`config.mk`:
```
export PLATFORM = sky130hd
export DESIGN_NAME = edf_rm_task_scheduler_unit
export DESIGN_NICKNAME = d
export VERILOG_FILES = /design/src/sv/edf_pkg.sv /design/src/sv/edf_cell.sv /design/src/sv/edf_rm_task_scheduler_unit.sv
export SDC_FILE = /design/constraint.sdc
export NUM_CORES = 2
export LEC_CHECK = 0
export CELL_PAD_IN_SITES_DETAIL_PLACEMENT = 0
export CELL_PAD_IN_SITES_GLOBAL_PLACEMENT = 1
export CORE_MARGIN = 2
export CORE_UTILIZATION = 50
export DETAILED_ROUTE_END_ITERATION = 8
export DONT_BUFFER_PORTS = 1
export GPL_TIMING_DRIVEN = 1
export PLACE_DENSITY_LB_ADDON = 0.15
export SYNTH_ARGS = -nofsm -noshare
export SYNTH_HDL_FRONTEND = slang
export SYNTH_SLANG_ARGS = --single-unit
```
`constraint.sdc`:
```
create_clock -name clk_i -period 39.9 [get_ports clk_i]
set_input_delay 1.995 -clock clk_i [delete_from_list [all_inputs] [get_ports clk_i]]
set_output_delay 1.995 -clock clk_i [all_outputs]
set_load 0.01 [all_outputs]
```
`src/sv/edf_pkg.sv`:
```
package edf_pkg;

  // Input operations
  localparam logic [1:0] FUNC_TICK   = 2'd0;
  localparam logic [1:0] FUNC_ADD    = 2'd1;
  localparam logic [1:0] FUNC_REMOVE = 2'd2;
  localparam logic [1:0] FUNC_NONE   = 2'd3; // unused code, dropped

  // Slot status codes
  localparam logic [1:0] ST_PENDING   = 2'd0;
  localparam logic [1:0] ST_WAITING   = 2'd1;
  localparam logic [1:0] ST_RUNNING   = 2'd2;
  localparam logic [1:0] ST_COMPLETED = 2'd3;

  // Event kinds
  localparam logic [2:0] EV_INIT     = 3'd0;
  localparam logic [2:0] EV_MISSED   = 3'd1;
  localparam logic [2:0] EV_RESTART  = 3'd2;
  localparam logic [2:0] EV_COMPLETE = 3'd3;
  localparam logic [2:0] EV_PREEMPT  = 3'd4;
  localparam logic [2:0] EV_START    = 3'd5;

  typedef struct packed {
    logic [1:0]  func;
    logic [2:0]  task_id;
    logic [15:0] period;
    logic [15:0] duration;
    logic [15:0] start_delay;
  } in_item_t;

  typedef struct packed {
    logic [2:0] event_kind;
    logic [2:0] event_task;
    logic       last;
  } out_item_t;

  // Commands from the sequencer to one slot cell
  typedef struct packed {
    logic tick;     // per-slot tick processing step
    logic add;
    logic remove;
    logic inc_rt;   // runner gains runtime
    logic set_run;  // becomes runner
    logic set_wait; // preempted
  } cell_cmd_t;

  // Status from one slot cell
  typedef struct packed {
    logic       valid;
    logic [1:0] status;
    logic       ev_init;
    logic       ev_complete;
    logic       ev_missed;
    logic       ev_restart;
  } cell_sts_t;

endpackage

```
`src/sv/edf_cell.sv`:
```
// One task slot; also one stage of the selection chain that passes the
// best candidate so far toward the higher slots.
module edf_cell #(
  parameter int TW = 16,
  parameter int IW = 3
) (
  input  logic              clk_i,
  input  logic              rst_ni,
  input  edf_pkg::cell_cmd_t cmd_i,
  input  logic [TW-1:0]     period_i,
  input  logic [TW-1:0]     duration_i,
  input  logic [TW-1:0]     delay_i,
  input  logic              mode_i,
  input  logic [IW-1:0]     my_id_i,
  // chain from lower neighbor
  input  logic              c_found_i,
  input  logic [TW:0]       c_key_i,
  input  logic [IW-1:0]     c_id_i,
  output logic              c_found_o,
  output logic [TW:0]       c_key_o,
  output logic [IW-1:0]     c_id_o,
  output edf_pkg::cell_sts_t sts_o
);
  logic          valid_q, valid_d;
  logic [1:0]    status_q, status_d;
  logic [TW-1:0] per_q, dur_q, cnt_q, rt_q;
  logic [TW-1:0] per_d, dur_d, cnt_d, rt_d;
  logic [TW-1:0] cnt_dec;
  logic          ev_i, ev_c, ev_m, ev_r;
  logic [1:0]    st_mid;
  logic          cand;
  logic [TW:0]   key;

  // Tick and table updates
  always_comb begin
    valid_d = valid_q; status_d = status_q;
    per_d = per_q; dur_d = dur_q; cnt_d = cnt_q; rt_d = rt_q;
    ev_i = 1'b0; ev_c = 1'b0; ev_m = 1'b0; ev_r = 1'b0;
    cnt_dec = (cnt_q != '0) ? cnt_q - 1'b1 : cnt_q;
    st_mid = status_q;
    if (cmd_i.add && !valid_q) begin
      valid_d = 1'b1; status_d = edf_pkg::ST_PENDING;
      per_d = period_i; dur_d = duration_i; cnt_d = delay_i; rt_d = '0;
    end else if (cmd_i.remove && valid_q) begin
      valid_d = 1'b0; status_d = edf_pkg::ST_PENDING;
    end else if (cmd_i.inc_rt && valid_q) begin
      if (rt_q != '1) rt_d = rt_q + 1'b1;
    end else if (cmd_i.tick && valid_q) begin
      cnt_d = cnt_dec;
      if (status_q == edf_pkg::ST_PENDING) begin
        if (cnt_dec == '0) begin
          status_d = edf_pkg::ST_WAITING; cnt_d = per_q; ev_i = 1'b1;
        end
      end else begin
        if (status_q == edf_pkg::ST_RUNNING && rt_q >= dur_q) begin
          st_mid = edf_pkg::ST_COMPLETED; ev_c = 1'b1;
        end
        status_d = st_mid;
        if (cnt_dec == '0) begin
          if (st_mid != edf_pkg::ST_COMPLETED) ev_m = 1'b1;
          else ev_r = 1'b1;
          status_d = edf_pkg::ST_WAITING; rt_d = '0; cnt_d = per_q;
        end
      end
    end else if (cmd_i.set_run) begin
      status_d = edf_pkg::ST_RUNNING;
    end else if (cmd_i.set_wait) begin
      status_d = edf_pkg::ST_WAITING;
    end
  end

  always_ff @(posedge clk_i or negedge rst_ni) begin
    if (!rst_ni) begin
      valid_q  <= 1'b0;
      status_q <= edf_pkg::ST_PENDING;
    end else begin
      valid_q  <= valid_d;
      status_q <= status_d;
    end
  end

  always_ff @(posedge clk_i) begin
    per_q <= per_d; dur_q <= dur_d; cnt_q <= cnt_d; rt_q <= rt_d;
  end

  // Selection chain: zero countdown ranks last under EDF
  assign cand = valid_q && (status_q == edf_pkg::ST_WAITING ||
                            status_q == edf_pkg::ST_RUNNING);
  assign key  = mode_i ? {1'b0, per_q} :
                ((cnt_q != '0) ? {1'b0, cnt_q} : {1'b1, {TW{1'b0}}});
  always_comb begin
    c_found_o = c_found_i; c_key_o = c_key_i; c_id_o = c_id_i;
    if (cand && (!c_found_i || key < c_key_i)) begin
      c_found_o = 1'b1; c_key_o = key; c_id_o = my_id_i;
    end
  end

  assign sts_o = '{valid: valid_q, status: status_q, ev_init: ev_i,
                   ev_complete: ev_c, ev_missed: ev_m, ev_restart: ev_r};
endmodule

```
`src/sv/edf_rm_task_scheduler_unit.sv`:
```
// Task scheduler over MAX_TASKS slot cells. Each slot is a cell holding its
// period, duration, countdown, runtime and status; a combinational chain
// through the cells picks the runner (least deadline or least period, ties
// to the lower slot). An item is handled by a sequencer: a tick first
// credits runtime to the runner, then processes each slot in slot order
// (events from a slot are queued before the next slot is processed), then
// selects and issues up to two preempt/start events. An event is staged
// until its last flag is known and then waits for the output ready.
// The mode register is taken only while no item is in flight.
module edf_rm_task_scheduler_unit #(
  parameter int MAX_TASKS  = 8,
  parameter int TIME_WIDTH = 16
) (
  input  logic                clk_i,
  input  logic                rst_ni,
  input  logic                in_valid_i,
  output logic                in_ready_o,
  input  edf_pkg::in_item_t   in_data_i,
  output logic                out_valid_o,
  input  logic                out_ready_i,
  output edf_pkg::out_item_t  out_data_o,
  input  logic                cfg_valid_i,
  output logic                cfg_ready_o,
  input  logic                cfg_data_i
);
  localparam int IW = (MAX_TASKS > 1) ? $clog2(MAX_TASKS) : 1;
  localparam int TW = TIME_WIDTH;

  typedef enum logic [6:0] {
    S_IDLE = 7'b0000001, S_RT   = 7'b0000010, S_SLOT = 7'b0000100,
    S_EVQ  = 7'b0001000, S_SEL  = 7'b0010000, S_PRE  = 7'b0100000,
    S_STRT = 7'b1000000
  } state_e;

  state_e               st_q, st_d;
  edf_pkg::in_item_t    it_q;
  logic                 mode_q;
  logic                 rp_q, rp_d;
  logic [IW-1:0]        rs_q, rs_d;
  logic [IW-1:0]        idx_q, idx_d;
  logic [3:0]           evs_q, evs_d;   // pending init/complete/missed/restart
  logic                 have_q, have_d; // unsent event latched
  edf_pkg::out_item_t   ob_q, ob_d;
  logic                 ov_q, ov_d;
  logic                 pend_q, pend_d; // event waiting for the last flag

  edf_pkg::cell_cmd_t   cmd [MAX_TASKS];
  edf_pkg::cell_sts_t   sts [MAX_TASKS];
  logic                 cf [MAX_TASKS+1];
  logic [TW:0]          ck [MAX_TASKS+1];
  logic [IW-1:0]        ci [MAX_TASKS+1];

  assign cf[0] = 1'b0;
  assign ck[0] = '0;
  assign ci[0] = '0;

  logic tid_ok;
  assign tid_ok = ({29'd0, it_q.task_id} < 32'(MAX_TASKS));

  genvar g;
  generate
    for (g = 0; g < MAX_TASKS; g++) begin : g_cell
      edf_cell #(.TW(TW), .IW(IW)) u_cell (
        .clk_i, .rst_ni, .cmd_i(cmd[g]),
        .period_i(TW'(it_q.period)), .duration_i(TW'(it_q.duration)),
        .delay_i(TW'(it_q.start_delay)), .mode_i(mode_q),
        .my_id_i(IW'(g)),
        .c_found_i(cf[g]), .c_key_i(ck[g]), .c_id_i(ci[g]),
        .c_found_o(cf[g+1]), .c_key_o(ck[g+1]), .c_id_o(ci[g+1]),
        .sts_o(sts[g])
      );
    end
  endgenerate

  assign in_ready_o  = (st_q == S_IDLE) && !ov_q && !pend_q;
  assign cfg_ready_o = (st_q == S_IDLE) && !ov_q && !pend_q;
  assign out_valid_o = ov_q;
  assign out_data_o  = ob_q;

  // Output side: a staged event is released when the next one arrives or
  // when the item ends, so the last flag is known.
  logic       push, fin, can_push;
  logic [2:0] push_kind, push_task;
  assign can_push = !ov_q || out_ready_i;

  always_comb begin
    st_d = st_q; rp_d = rp_q; rs_d = rs_q; idx_d = idx_q;
    evs_d = evs_q;
    push = 1'b0; fin = 1'b0; push_kind = '0; push_task = '0;
    for (int i = 0; i < MAX_TASKS; i++) cmd[i] = '0;
    case (st_q)
      S_IDLE: begin
        if (in_valid_i && in_ready_o) begin
          if (in_data_i.func == edf_pkg::FUNC_TICK) st_d = S_RT;
          else if (in_data_i.func == edf_pkg::FUNC_NONE) st_d = S_IDLE;
          else st_d = S_SLOT;
          idx_d = '0;
        end
      end
      S_RT: begin
        if (rp_q) cmd[rs_q].inc_rt = 1'b1;
        st_d = S_SLOT;
      end
      S_SLOT: begin
        if (it_q.func == edf_pkg::FUNC_TICK) begin
          cmd[idx_q].tick = 1'b1;
          evs_d = {sts[idx_q].ev_init, sts[idx_q].ev_complete,
                   sts[idx_q].ev_missed, sts[idx_q].ev_restart};
          if (sts[idx_q].ev_complete) rp_d = 1'b0;
          if (sts[idx_q].ev_missed && sts[idx_q].status == edf_pkg::ST_RUNNING
              && !sts[idx_q].ev_complete) rp_d = 1'b0;
          st_d = S_EVQ;
        end else begin
          if (tid_ok) begin
            if (it_q.func == edf_pkg::FUNC_ADD) cmd[IW'(it_q.task_id)].add = 1'b1;
            else begin
              cmd[IW'(it_q.task_id)].remove = 1'b1;
              if (sts[IW'(it_q.task_id)].valid && rp_q &&
                  rs_q == IW'(it_q.task_id)) rp_d = 1'b0;
            end
          end
          st_d = S_SEL;
        end
      end
      S_EVQ: begin
        // order: init, complete, then missed or restart
        if (evs_q != '0) begin
          if (can_push || !have_q) begin
            push = 1'b1; push_task = 3'(idx_q);
            if (evs_q[3]) begin
              push_kind = edf_pkg::EV_INIT; evs_d[3] = 1'b0;
            end else if (evs_q[2]) begin
              push_kind = edf_pkg::EV_COMPLETE; evs_d[2] = 1'b0;
            end else if (evs_q[1]) begin
              push_kind = edf_pkg::EV_MISSED; evs_d[1] = 1'b0;
            end else begin
              push_kind = edf_pkg::EV_RESTART; evs_d[0] = 1'b0;
            end
          end
        end else if (32'(idx_q) == MAX_TASKS - 1) begin
          st_d = S_SEL;
        end else begin
          idx_d = idx_q + 1'b1; st_d = S_SLOT;
        end
      end
      S_SEL: begin
        if (!cf[MAX_TASKS]) begin
          rp_d = 1'b0; st_d = S_IDLE; fin = 1'b1;
        end else if (rp_q && rs_q == ci[MAX_TASKS]) begin
          st_d = S_IDLE; fin = 1'b1;
        end else begin
          idx_d = ci[MAX_TASKS];
          st_d = rp_q ? S_PRE : S_STRT;
        end
      end
      S_PRE: begin
        if (can_push || !have_q) begin
          cmd[rs_q].set_wait = 1'b1;
          push = 1'b1; push_kind = edf_pkg::EV_PREEMPT; push_task = 3'(rs_q);
          st_d = S_STRT;
        end
      end
      S_STRT: begin
        if (can_push || !have_q) begin
          cmd[idx_q].set_run = 1'b1;
          push = 1'b1; push_kind = edf_pkg::EV_START; push_task = 3'(idx_q);
          rp_d = 1'b1; rs_d = idx_q;
          st_d = S_IDLE; fin = 1'b1;
        end
      end
      default: st_d = S_IDLE;
    endcase
  end

  // Staging register holds one event until its last flag is known
  edf_pkg::out_item_t stg_q, stg_d;
  always_comb begin
    ob_d = ob_q; ov_d = ov_q && !out_ready_i;
    stg_d = stg_q; pend_d = pend_q;
    if (push) begin
      if (pend_q) begin
        ob_d = stg_q; ov_d = 1'b1;
      end
      stg_d = '{event_kind: push_kind, event_task: push_task, last: 1'b0};
      pend_d = 1'b1;
    end
    if (fin) begin
      if (push) begin
        // both handed out at once is impossible; start is final after flush
        stg_d.last = 1'b1;
      end else if (pend_q && can_push) begin
        ob_d = stg_q; ob_d.last = 1'b1; ov_d = 1'b1; pend_d = 1'b0;
      end
    end
    if (!push && !fin && pend_q && stg_q.last && can_push) begin
      ob_d = stg_q; ov_d = 1'b1; pend_d = 1'b0;
    end
  end
  assign have_d = pend_d;

  // fin in S_SEL while staging is blocked: hold until it drains
  logic fin_block;
  assign fin_block = fin && !push && pend_q && !can_push;

  always_ff @(posedge clk_i or negedge rst_ni) begin
    if (!rst_ni) begin
      st_q <= S_IDLE; mode_q <= 1'b0; rp_q <= 1'b0; rs_q <= '0;
      idx_q <= '0; evs_q <= '0; have_q <= 1'b0; ov_q <= 1'b0; pend_q <= 1'b0;
    end else begin
      if (cfg_valid_i && cfg_ready_o) mode_q <= cfg_data_i;
      st_q <= fin_block ? st_q : st_d;
      rp_q <= rp_d; rs_q <= rs_d; idx_q <= idx_d; evs_q <= evs_d;
      have_q <= have_d; ov_q <= ov_d; pend_q <= pend_d;
    end
  end

  always_ff @(posedge clk_i) begin
    ob_q <= ob_d; stg_q <= stg_d;
    if (in_valid_i && in_ready_o) it_q <= in_data_i;
  end

  // Checks
  a_no_accept_busy: assert property (@(posedge clk_i) disable iff (!rst_ni)
    (in_valid_i && in_ready_o) |-> !out_valid_o)
    else $error("item accepted with output busy");
  a_state_onehot: assert property (@(posedge clk_i) disable iff (!rst_ni)
    $onehot(st_q)) else $error("state not one-hot");
  a_out_hold: assert property (@(posedge clk_i) disable iff (!rst_ni)
    (out_valid_o && !out_ready_i) |=> $stable(out_data_o))
    else $error("output changed while stalled");
endmodule

```
## Word level (Yosys, flattened, before mapping)

Index checks and enable logic that the tools add are counted.

- Add/subtract/negate cells: 17
- Magnitude comparators: 21
- Equal/unequal tests: 110
- Multiplexer cells: 565
- Bitwise operators: 12
- Reduce and logical (&&, ||, !) cells: 218

Operators with widths:

| cell | number |
|---|---|
| 16-bit 2-to-1 mux | 88 |
| 17-bit 2-to-1 mux | 23 |
| 1-bit 2-to-1 mux | 260 |
| 2-bit 2-to-1 mux | 129 |
| 48-bit case mux with 4 select lines | 1 |
| 16-bit by 1-bit adder with 16-bit output (second input constant) | 8 |
| 16-bit >= comparator | 8 |
| 16-bit zero test | 8 |
| 16-bit != test (second input constant) | 8 |
| 16-bit nonzero test | 8 |
| 16-bit by 1-bit subtractor with 16-bit output (second input constant) | 8 |
| 17-bit < comparator | 7 |
| 6-bit demux with 3-bit select | 6 |
| 7-bit 2-to-1 mux | 15 |
| 1-bit logical AND | 76 |
| 2-bit nonzero test | 33 |
| 2-bit != test (second input constant) | 28 |
| 3-bit 2-to-1 mux | 18 |
| 2-bit by 1-bit != test with 1-bit output (second input constant) | 26 |
| 5-bit AND reduction | 10 |
| 7-bit case mux with 7 select lines | 1 |
| 48-bit 2-to-1 mux | 1 |
| 3-bit AND reduction | 16 |
| 47-bit 2-to-1 mux | 1 |
| 42 further kinds | 156 |

- Bits in registers: 624
- Output and inout port bits: 10
- Logic and storage cells: 1013

## Depth between registers and ports, before layout

- Depth in word-level cells: 43
- Mapped depth: 92

## Modules after synthesis

From an unflattened synthesis, not the netlist that was laid out.

- Cell total of the unflattened synthesis: 4404
- Area total of the unflattened synthesis: 42406.9 um^2

By module, submodules not included:

| module | times used | cells an instance | area each (um^2) | sequential area each (um^2) |
|---|---|---|---|---|
| edf_cell at g_cell[0].u_cell ... | 5 | 490 | 4697.0 | 1836.8 |
| edf_cell at g_cell[1].u_cell | 1 | 533 | 4973.5 | 1836.8 |
| edf_cell at g_cell[7].u_cell | 1 | 504 | 4775.8 | 1836.8 |
| edf_cell at g_cell[2].u_cell | 1 | 495 | 4665.7 | 1836.8 |
| edf_rm_task_scheduler_unit | 1 | 422 | 4506.8 | 2468.6 |

## Least setup slack after synthesis

Ideal clock, no wire load.

- Kind: register to register
- Start point: register g_cell[0].u_cell.cnt_q[1]
- End point: register idx_q[0]
- Arrival: 16.669 ns
- Required time: 39.772 ns
- Setup slack: 23.103 ns
- Stages on the path, launching flop included: 85
- Buffers on the path: 11
- Period minus slack after synthesis: 16.797 ns
- Cells stage by stage: edfxtp_1 inv_1 ha_1 or4b_1 or2_1 clkbuf_1 or2_0 buf_2 nor3_1 inv_1 ha_1 and4_1 a221oi_1 nand3_1 a21oi_1 clkbuf_1 mux2i_1 ha_1 [49 not listed] and2_1 buf_2 clkbuf_1 a21o_1 ha_1 a21o_1 a21o_1 a21oi_1 o211ai_1 o21ai_0 nand2_1 o21ai_0 a31oi_1 a21bo_2 nand3_1 a2111oi_2 nor2_1 mux2_1

- Cells in the longest elaborated chain, start to end: 36
- Elaborated cells between the ends (all ways): 59
- Classes of those cells: order compare (7); eq/ne (3); mux (26); reduce/logical (23)

Ends and longest elaborated chain:

| item | RTL line | source |
|---|---|---|
| start, declared | edf_cell.sv:26 | `logic [TW-1:0] per_q, dur_q, cnt_q, rt_q;` |
| start signal, assigned | edf_cell.sv:83 | `per_q <= per_d; dur_q <= dur_d; cnt_q <= cnt_d; rt_q <= rt_d;` |
| 16-bit nonzero test | edf_cell.sv:90 | `((cnt_q != '0) ? {1'b0, cnt_q} : {1'b1, {TW{1'b0}}});` |
| 17-bit 2-to-1 mux * | edf_cell.sv:90 |  |
| 17-bit 2-to-1 mux * | edf_cell.sv:89 | `assign key = mode_i ? {1'b0, per_q} :` |
| 17-bit 2-to-1 mux * | edf_cell.sv:93 | `if (cand && (!c_found_i \|\| key < c_key_i)) begin` |
| 17-bit < comparator | edf_cell.sv:93 |  |
| 1-bit logical OR | edf_cell.sv:93 |  |
| 1-bit logical AND | edf_cell.sv:93 |  |
| 17-bit 2-to-1 mux or 1-bit 2-to-1 mux (tied branches) | edf_cell.sv:93 |  |
| [20 not listed] | -- |  |
| 17-bit < comparator or 1-bit zero test (tied branches) | edf_cell.sv:93 |  |
| 1-bit logical OR | edf_cell.sv:93 |  |
| 1-bit logical AND | edf_cell.sv:93 |  |
| 3-bit 2-to-1 mux | edf_cell.sv:93 |  |
| 3-bit equality test | edf_rm_task_scheduler_unit.sv:149 | `end else if (rp_q && rs_q == ci[MAX_TASKS]) begin` |
| 1-bit logical AND | edf_rm_task_scheduler_unit.sv:149 |  |
| 2-bit != test (no source line) | -- |  |
| 6-bit AND reduction (no source line) | -- |  |
| end signal, assigned | edf_rm_task_scheduler_unit.sv:212 | `rp_q <= rp_d; rs_q <= rs_d; idx_q <= idx_d; evs_q <= evs_d;` |
| end, declared | edf_rm_task_scheduler_unit.sv:40 | `logic [IW-1:0] idx_q, idx_d;` |

Mark *: on every way between the ends. The rest lies on a longest branch, timed or not. The select of a mux whose other input is x is not followed.
A chain may end at the register's enable or synchronous reset.

==> impl_metrics.tcl <==
set metrics [dict create \
    path_common_cell "ha_1" \
    ctsRootBufferMaster "clkbuf_16" \
    cp_slowest_stage_delay_ns 0.95 \
    placedCellCount 4937 \
    drive_gt1_share_pct 8.47 \
    core_area_mm2 0.0762 \
    endpoint_kind "register" \
    synth_edf_count 444 \
    synth_top_cell_by_area "edfxtp_1" \
    power_leakage_nw 16.5 \
    ctsResizeCount 0 \
    area_growth_pct 8.96 \
    layout_setup_ws_ns 20.31 \
    vias 30700 \
    instances_no_fill 5079 \
    ir_worst_vdd_mv 0.0451 \
    min_period_over_period_pct 49.1 \
    grt-ovfl-total 0 \
    slew_headroom_pct 19.5 \
    die_h_um 282 \
    antenna_left 0 \
    worstSkewPairLatency_ns 0.63 \
    cp-start-kind "register" \
    grtUsageTotal_pct 30.4 \
    wl_per_cell_um 23.9 \
    fin_area_mm2 0.0421 \
    switching_power_w 0.000698 \
    hold_path_class "register to register" \
    cts_max_level 3 \
    num_rows 101 \
    cts_hold_buf 0 \
    cts_made_buffers 72 \
    maxCapViolCount 0 \
    yosys_warnings 0 \
    rsz0062_at_grt "false" \
    drt-vias-per-instance 6.05 \
    synth.most_common_cell "nor2_1" \
    power_density_mw_per_mm2 48.9 \
    die-area_mm2 0.0795 \
    fin_tns_setup_ns 0 \
    grt_pass1_wl_mm 180 \
    ys.flop_type "edfxtp_1" \
    synth-seq-area-share_pct 44.4 \
    cp_data_required_time_ns 40.24 \
    routed_wirelength_mm 122 \
    dpl.hpwl_mm 86.7 \
    grt_max_degree 53 \
    synth-async-reset-ratio_pct 7.21 \
    p_seq_share_pct 42.0 \
    synth.distinct_cells 116 \
    cts_buffer_depth 3 \
    synth.area.top_cells "edfxtp_1 (35%), ha_1 (9.2%), dfxtp_1 (7.0%)" \
    drt-initial-drc-count 3124 \
    place.port_buffers 0 \
    drv_slew 0 \
    ys_seq_elements 624 \
    critPathMaxFanout 38 \
    synth_top_area_share_pct 34.5 \
    hold_violations 0 \
    fmax_mhz 51.0 \
    finalPower_w 0.00206 \
    antenna_found_initial 17 \
    die_x_um 282 \
    dpl_cell_area_mm2 0.0395 \
    initial_utilization_pct 50.7 \
    power_frac_comb_pct 23.6 \
    grt_pass1_vias 28300 \
    synthesis.nets 4374 \
    pre_cts_slack_ns 20.62 \
    finClkSkew_ns 0.0262 \
    synth.avg_cell_area_um2 9.58 \
    drc 0 \
    cts_tree "built" \
    outcome "finished clean" \
    power_frac_clock_pct 34.4 \
    min_period_ns 19.59 \
    intPower_w 0.00136 \
    synth_common_cells "nor2_1 (475), edfxtp_1 (444), nand2_1 (354)" \
    crit_arrival_ns 19.93 \
    path_class "register to register" \
    tightest_slew_ns 1.21 \
    syn_inst 4031 \
    ios 69 \
    postCtsSetupBuffers 0 \
    synth_area_mm2 0.0386 \
    drt-pass1-iter-count 5 \
    n_fill_cell 6881 \
    place_congestion 0.960 \
    path_clk_slew_ns 0.06 \
    critical_path.slowest_cell "a21oi_2" \
    setup_viol 0 \
    swShare_pct 33.9 \
    numClockSinks 624 \
    final_net_count 4324 \
]
worst max-delay path: cells and delay by family (launching register included):
family | cells | cell delay [ns]
muxes | 3 | 1.07
buffers and inverters | 7 | 1.48
adders and majority gates | 8 | 2.28
and+or+nand+nor | 26 | 4.85
AOI/OAI and AO/OA | 32 | 8.85
DFF | 1 | 0.44
xor gates and xnor gates | 1 | 0.30
through the flow:
| stage | util, % | hold slack, ns |
|---|---|---|
| after CTS | 55.2 | 0.509 |
| after global placement | 51.9 | 0.487 |
| after floorplan | - | 0.471 |
| after global routing | 55.2 | 0.540 |
| final | 55.2 | 0.507 |
| after detailed placement | 51.9 | 0.501 |
worst paths after layout:
| check | from | cells past startpoint | to | slack [ns] |
|---|---|---|---|---|
| setup reg to reg | g_cell[0].u_cell.cnt_q[1]$_DFFE_PP_ | 77 | register | 20.31 |
| min in group asynchronous | rst_ni | 0 | g_cell[2].u_cell.status_q[0]$_DFFE_PN0P_ | 1.07 |
| hold reg to reg | g_cell[4].u_cell.rt_q[5]$_SDFFE_PP0P_ | 2 | g_cell[4].u_cell.rt_q[5]$_SDFFE_PP0P_ | 0.51 |
| setup / recovery | g_cell[0].u_cell.cnt_q[1]$_DFFE_PP_ | 77 | register | 20.31 |
| max in group asynchronous | rst_ni | 0 | st_q[0]$_DFFE_PN1P_ | 38.60 |
| hold / removal | g_cell[4].u_cell.rt_q[5]$_SDFFE_PP0P_ | 2 | g_cell[4].u_cell.rt_q[5]$_SDFFE_PP0P_ | 0.51 |
power by group through the flow:
stage,Sequential [W],Clock [W],Combinational (W)
floorplan,0.000776,0,0.000366
global placement,0.000875,0,0.000479
detailed placement,0.000876,0,0.000476
CTS,0.000862,0.000720,0.000479
global route,0.000866,0.000745,0.000533
finish,0.000865,0.000708,0.000486
cells in the final DEF (no fill, tap or decap), drive strengths merged, types with 18 or more instances in the layout:
cell type / n
clkinv: 31
xor2: 78
xnor2: 92
a2111oi: 18
mux2i: 65
nand2: 354
dfxtp: 135
o21ai: 167
a21oi: 335
buf: 34
nand4: 63
nor2b: 38
ha: 284
nor4: 43
o211ai: 22
o31ai: 27
dfrtp: 44
and2: 26
a21o: 96
or3: 55
a31oi: 49
inv: 259
clkbuf: 89
nand3: 115
nor3: 101
edfxtp: 444
or2: 21
mux2: 122
nand2b: 46
a211oi: 23
nor2: 483
and3: 44
layer usage:
| layer | vias up | routed length, um | part of all wire (%) | global-route usage [%] |
|---|---|---|---|---|
| met3 | 169 | 9810 | 8.1 | 5.30 |
| met1 | 14700 | 55000 | 45 | 43.9 |
| met5 | - | 0 | 0 | 0 |
| met2 | 1229 | 53100 | 44 | 46.2 |
| met4 | 0 | 3660 | 3.0 | 10.1 |
| li1 | 14600 | - | - | - |
logic make-up (layout without fill, tap and decap cells):
group,after synthesis,count (layout),share of synthesized area (%)
compound gates,880,880,14.3
xor+xnor,170,170,3.86
fa+ha+maj,284,284,9.20
buf+inv,417,425,4.20
flops,624,624,44.4
mux,189,189,5.36
other cells,0,10,0
simple gates,1467,1467,18.6
state kept, by name (all words and copies together), names as in the netlist, named ones only:
signal                  flops
stg_q                       6
rs_q                        3
it_q                       53
st_q                        7
g_cell.u_cell.dur_q       128
g_cell.u_cell.status_q     16
mode_q                      1
g_cell.u_cell.cnt_q       128
idx_q                       3
rp_q                        1
g_cell.u_cell.rt_q        128
evs_q                       4
g_cell.u_cell.per_q       128
out_data_o                  7
pend_q                      1
out_valid_o                 1
g_cell.u_cell.valid_q       8
final cells by class:
cell class              count  area (um^2)  area share [%]
diodes                     10         25.0          0.0595
clock buffers              89         1960            4.66
clock inverters            43          548            1.30
inverters                 259          972            2.31
multi-input cells        2990        19900            47.2
flip-flops and latches    624        17200            40.8
well taps                1030         1290            3.06
repair buffers             34          255           0.607
No activity file was read; power rests on OpenSTA's default activity.
